File: config.mk
export PLATFORM = sky130hd
export DESIGN_NAME = pcdr_ctrl
export DESIGN_NICKNAME = d
export VERILOG_FILES = /design/src/design/pcdr_pkg.sv /design/src/design/pcdr_ctrl.sv
export SDC_FILE = /design/constraint.sdc
export NUM_CORES = 1
export LEC_CHECK = 0
export ABC_AREA = 1
export BUFFER_PORTS_ARGS = -buffer_cell sky130_fd_sc_hd__buf_2
export CELL_PAD_IN_SITES_DETAIL_PLACEMENT = 0
export CELL_PAD_IN_SITES_GLOBAL_PLACEMENT = 1
export CORE_AREA = 5 5 42 44
export DETAILED_ROUTE_END_ITERATION = 8
export DIE_AREA = 0 0 47 49
export PLACE_DENSITY_LB_ADDON = 0.1
export SLEW_MARGIN = 20
export SYNTH_ARGS = -nofsm -noshare
export SYNTH_HDL_FRONTEND = slang
export SYNTH_SLANG_ARGS = --single-unit
File: constraint.sdc
create_clock -name i_clk -period 2.5 [get_ports i_clk]
set_input_delay 0.625 -clock i_clk [delete_from_list [all_inputs] [get_ports i_clk]]
set_output_delay 0.625 -clock i_clk [all_outputs]
set_load 0.01 [all_outputs]
File: src/design/pcdr_pkg.sv
// Shared constants and control types for the pair class renumbering block.
`default_nettype none

package pcdr_pkg;

    localparam int TABLE_DEPTH = 4096;
    localparam int ADDR_W      = $clog2(TABLE_DEPTH);
    localparam int FIELD_W     = 16;
    localparam int PROD_W      = 2 * FIELD_W;
    localparam int KEY_W       = PROD_W + 1;
    localparam int CLASS_W     = 12;
    localparam int COUNT_W     = 13;
    localparam int EPOCH_W     = 8;
    localparam int ENTRY_W     = EPOCH_W + CLASS_W;

    localparam logic [EPOCH_W-1:0] EPOCH_FIRST = EPOCH_W'(1);
    localparam logic [EPOCH_W-1:0] EPOCH_LAST  = {EPOCH_W{1'b1}};

    localparam logic KIND_BEGIN = 1'b0;
    localparam logic KIND_SITE  = 1'b1;

    // controller to datapath
    typedef struct packed {
        logic clr;      // write one table entry of the clearing pass
        logic capture;  // latch the accepted request
        logic mul;      // register the product
        logic key;      // form key / decide pass, issue table read
        logic load;     // load output registers, commit table write
    } t_cmd;

    // datapath to controller
    typedef struct packed {
        logic is_begin;
        logic epoch_wrap;
        logic clr_last;
    } t_sts;

endpackage

`default_nettype wire

File: src/design/pcdr_ctrl.sv
// Controller state machine: clearing pass, request sequencing, output handshake.
`default_nettype none

module pcdr_ctrl (
    input  wire logic           i_clk,
    input  wire logic           i_rst_n,
    input  wire logic           i_in_valid,
    output logic                o_in_ready,
    output logic                o_out_valid,
    input  wire logic           i_out_ready,
    input  wire pcdr_pkg::t_sts i_sts,
    output pcdr_pkg::t_cmd      o_cmd
);

    import pcdr_pkg::*;

    localparam logic [2:0] S_CLR  = 3'd0;
    localparam logic [2:0] S_IDLE = 3'd1;
    localparam logic [2:0] S_MUL  = 3'd2;
    localparam logic [2:0] S_KEY  = 3'd3;
    localparam logic [2:0] S_OUT  = 3'd4;

    logic [2:0] r_state;
    logic [2:0] n_state;
    logic       r_out_valid;
    logic       n_out_valid;
    t_cmd       w_cmd;

    always_comb begin
        w_cmd   = '0;
        n_state = r_state;
        case (r_state)
            S_CLR: begin
                w_cmd.clr = 1'b1;
                if (i_sts.clr_last) begin
                    n_state = S_IDLE;
                end
            end
            S_IDLE: begin
                if (i_in_valid) begin
                    w_cmd.capture = 1'b1;
                    n_state       = S_MUL;
                end
            end
            S_MUL: begin
                w_cmd.mul = 1'b1;
                n_state   = S_KEY;
            end
            S_KEY: begin
                w_cmd.key = 1'b1;
                n_state   = S_OUT;
            end
            S_OUT: begin
                // wait for the output register to be free
                if (!r_out_valid || i_out_ready) begin
                    w_cmd.load = 1'b1;
                    n_state    = (i_sts.is_begin && i_sts.epoch_wrap) ? S_CLR : S_IDLE;
                end
            end
            default: begin
                n_state = S_CLR;
            end
        endcase
    end

    always_comb begin
        if (w_cmd.load) begin
            n_out_valid = 1'b1;
        end else if (i_out_ready) begin
            n_out_valid = 1'b0;
        end else begin
            n_out_valid = r_out_valid;
        end
    end

    always_ff @(posedge i_clk) begin
        if (!i_rst_n) begin
            r_state     <= S_CLR;
            r_out_valid <= 1'b0;
        end else begin
            r_state     <= n_state;
            r_out_valid <= n_out_valid;
        end
    end

    assign o_in_ready  = (r_state == S_IDLE);
    assign o_out_valid = r_out_valid;
    assign o_cmd       = w_cmd;

endmodule

`default_nettype wire

==> Word-level counts from Yosys, hierarchy flattened <==
Cells that the tools add are included.
Widths: inputs -> output; s select.
{ "totals": {"rom_bits": 0, "memories": 0, "regBits": 4, "ram_bits": 0, "elab_cells": 29, "latchBits": 0} }
{ "classes": {"order_cmp": 0, "eq_ne": 7, "mux": 14, "addsub": 0, "div": 0, "n_mul": 0, "n_shift": 0, "reduce_logical": 6, "n_bitwise": 0} }
{ "ops": {"columns": ["operator", "count"], "rows": [
  ["$pmux 3 s5", 1],
  ["$mux 1", 10],
  ["$mux 3", 3],
  ["$eq 3x2->1 const B", 2],
  ["$ne 2x2->1 const B", 3],
  ["$eq 3x1->1 const B", 1],
  ["$eq 3x3->1 const B", 1],
  ["$logic_not 3->1", 1],
  ["$reduce_and 3->1", 1],
  ["$reduce_bool 2->1", 1],
  ["$logic_and 1x1->1", 1],
  ["$logic_not 1->1", 1],
  ["$logic_or 1x1->1", 1]
]} }

==> Depth between registers and ports, before layout <==
{ "logic_depth": {"word_depth": 5, "depth_mapped": 6, "depth_no_buf": 6} }

==> Least setup slack after synthesis <==
OpenSTA, ideal clock, no wires.
{ "synth_timing": {"kind": "input port to output port", "from": "in i_out_ready", "to": "out o_cmd[0] in the netlist's numbering", "path_stages": 3, "required_time_ns": 1.875, "arrival_ns": 0.965, "n_path_buf": 1, "path_slack_ns": 0.910, "cell_sequence": "nor2_2 > nor3_4 > buf_4"} }
{ "synth_rtl": {"columns": ["item", "line_no", "source"], "rows": [
  ["from (decl)", "pcdr_ctrl.sv:10", "input wire logic i_out_ready,"],
  ["to (decl)", "pcdr_ctrl.sv:12", "output pcdr_pkg::t_cmd o_cmd"]
]} }

==> results by group <==
Drt
  • Detail Route Antenna Nets: 0
  • DR iter-0 viols: 1
  • Total wire length: ~630 µm
  • Iteration count of the initial detailed-routing pass: 2
  • Number of remaining DRC errors: 0
  • Vias: 267
  • Vias/cell: between 3 and 4
  • Avg WL per Cell: roughly 9 µm

GRT
  • Busiest grt layer: met1
  • Grt ovf: 0
  • Global-route wire length before repair: 1055 µm
  • GRT met1 Usage: 0.08811
  • Antenna violations before repair: 0
  • Via count of the first global-routing pass: approximately 290
  • Met2 usage in global routing: 0.07466
  • GRT Util Overall: 0.06695
  • Met3 usage: 0.02583
  • Pin count of the biggest net entering global routing: 6

Worst setup path
  • CP endpoint kind: output port
  • Worst-path maximum fanout: 3
  • Critical path data arrival time: 1.11 ns
  • CP max stage delay: ~0.39 ns
  • CP Cell Sequence: inv_2 -> nor2_2 -> nand2_1 -> nor2_1 -> buf_2
  • CP max-delay cell: dfxtp_1
  • CP required: ~1.9 ns
  • Startpoint Class: flip-flop
  • Critical path class: reg -> out

Pwr
  • Clk pwr share: 0.380
  • Comb pwr share: 0.266
  • Switching portion of total power: 0.3068
  • Internal cell power: ~0.15 mW
  • Peak supply drop: 171.5 µV
  • Sequential power share: 0.353
  • P per Cell Area: slightly below 600 nW/µm²
  • Lkg Pwr: between 0.2 and 0.25 nW
  • NetSw: ~0.064 mW

STA
  • Worst-Margin Slew: around 0.21 ns
  • RSZ-0062 raised after global routing: no
  • Endpoints failing setup: 0
  • Worst setup margin: approximately 0.77 ns
  • Max_slew headroom: 0.8574
  • Highest Clock Rate: 576.8 MHz
  • Final hold vios: 0
  • Setup Skew: ~0.0029 ns
  • Final min period: about 1.7 ns
  • Sum of negative setup slack: 0 ns
  • Max-slew violation count: 0
  • Tcrit/Tclk final: 0.6935

Place
  • DP Worst Slack: between 0.7 and 0.8 ns
  • Post-detail-place hpwl: roughly 520 µm
  • IO buf count: 13
  • Placer congestion estimate: between 0.6 and 0.7
  • Placed Instance Area: about 340 µm²
  • Dpl cells: 67

Yosys
  • Synth async-reset ratio: 0
  • Most area-hungry cell type in the Yosys netlist: dfxtp_1
  • Seq cells post-synth: 4
  • Synth Area in XOR/XNOR: 0
  • Sequential-to-total area share from yosys stat: 0.3033
  • Synth cell count leaders: inv_1, nor2_1
  • Post-synth top flop: dfxtp_1
  • Area share of the largest cell type after synthesis: 0.3033
  • Most frequent cell after synthesis: inv_1
  • Mean Syn Cell Area: between 6 and 7 µm²
  • Post-Syn Nets: 46
  • Ys Warns: 0
  • Synth cell types: 15
  • Mux cell area share after synthesis: 0
  • Main combinational cell family by area after synthesis: simple AND/OR/NAND/NOR gates
  • Synth Area in Adders: 0
  • Largest cells by area after synthesis: dfxtp_1, nor2_2, inv_1, nand3_1, nor2_1
  • Post-synth EDFFs: 0
  • Post-Syn Area: approximately 260 µm²
  • Synth Area in Simple Gates: 0.4692
  • Mapped Cells: 39
  • Post-synthesis compound-gate area fraction: 0.05687

CTS
  • Post-CTS Setup Inserts: 0
  • Worst skew pair latency: around 0.23 ns
  • CTS root buf: clkbuf_4
  • Number of CTS-inserted buffers: 3
  • Worst-path clk slew: ~0.04 ns
  • Post-CTS Resized: 0
  • Clock sinks: 4
  • CTS max path bufs: 2
  • Cts hold-fix bufs: 0
  • Htree depth: 1
  • Clock tree from TritonCTS: yes

Layout
  • Area Overhead vs Synth: 37.91%
  • Final instance area: between 300 and 400 µm²
  • Fin util: 0.2598
  • NumNets Final: 63
  • Fraction of layout cells with a size suffix above 1: 0.5000
  • Final std cells w/o fill: 70
  • Inserted Diodes: 0

Die
  • Site row count: 14
  • Die H: around 49 µm
  • Die ar.: approximately 2300 µm²
  • Initial core utilization: 0.1884
  • Total core area: approximately 1400 µm²
  • Die width: approximately 47 µm
  • Ports: 14

Outcome
  • Outcome: finished, final reports clean

Job
  • Max_cap viols: 0

Hold path
  • Hold/Removal Path Class: reg -> reg
==> layer usage <==
metal  share of wire  vias up
li1                -      148
met1            0.50      106
met2            0.38       11
met3            0.11        2
met4          0.0080        0
met5               0        -
==> worst paths after layout <==
| check | from | to | slack (ns) | cells past startpoint |
|---|---|---|---|---|
| worst max-delay path | r_state[0]$_SDFFE_PN0P_ | o_cmd[3] | 0.77 | 5 |
| worst min-delay path | r_state[1]$_SDFFE_PN0P_ | r_state[2]$_SDFFE_PN0P_ | 0.57 | 2 |
| worst max register to register | r_state[2]$_SDFFE_PN0P_ | r_state[0]$_SDFFE_PN0P_ | 1.51 | 5 |
| worst min register to register | r_state[1]$_SDFFE_PN0P_ | r_state[2]$_SDFFE_PN0P_ | 0.57 | 2 |
==> stage by stage <==
stage / hold WS [ns] / power [mW]
6_report: 0.5733 / 0.2097
5_1_grt: 0.6152 / 0.2257
4_1_cts: 0.5856 / 0.2162
3_5_place_dp: 0.5752 / 0.1320
3_3_place_gp: 0.5672 / 0.1323
2_1_floorplan: 0.5207 / 0.1135
==> worst max-delay path: cells and delay by family, from the launching register on <==
family | cells | cell delay [ns]
buffers and inverters | 2 | 0.19
and+or+nand+nor | 3 | 0.29
DFF | 1 | 0.39
==> area by class of cell <==
cell class,count,area [µm²]
multi-input combinational,24,138.9
sequential,4,80.08
timing repair buffer,13,65.06
fill,178,1037
tap,16,20.02
inverter,10,37.54
clock buffer,3,22.52
==> cells in the final DEF (no fill, tap or decap) <==
cell type   n
nand3b_1    1
nand2_1     4
clkbuf_4    3
nor2_1      5
nor3_4      1
nand3_1     4
nor2_4      1
nand3_2     1
buf_2      13
o21ai_1     1
dfxtp_1     4
a21oi_1     1
inv_1       6
inv_2       4
nor2_2      4
o21ai_0     1
==> state kept, by name, summed over array words and instances, names as in the netlist <==
name and count:
r_state 3, o_out_valid 1
==> power by group through the flow <==
stage / Sequential [mW] / Combinational [mW] / Clock, mW
floorplan: 0.0744 / 0.0391 / 0
global placement: 0.0752 / 0.0571 / 0
detailed placement: 0.0752 / 0.0568 / 0
CTS: 0.0742 / 0.0572 / 0.0848
global route: 0.0748 / 0.0636 / 0.0872
finish: 0.0741 / 0.0558 / 0.0798
==> kinds of logic after synthesis <==
kind of cell / after synthesis
compound gates: 3
simple gates: 21
buf+inv: 11
flops: 4
Note: power is estimated with default switching activity, not from simulation.
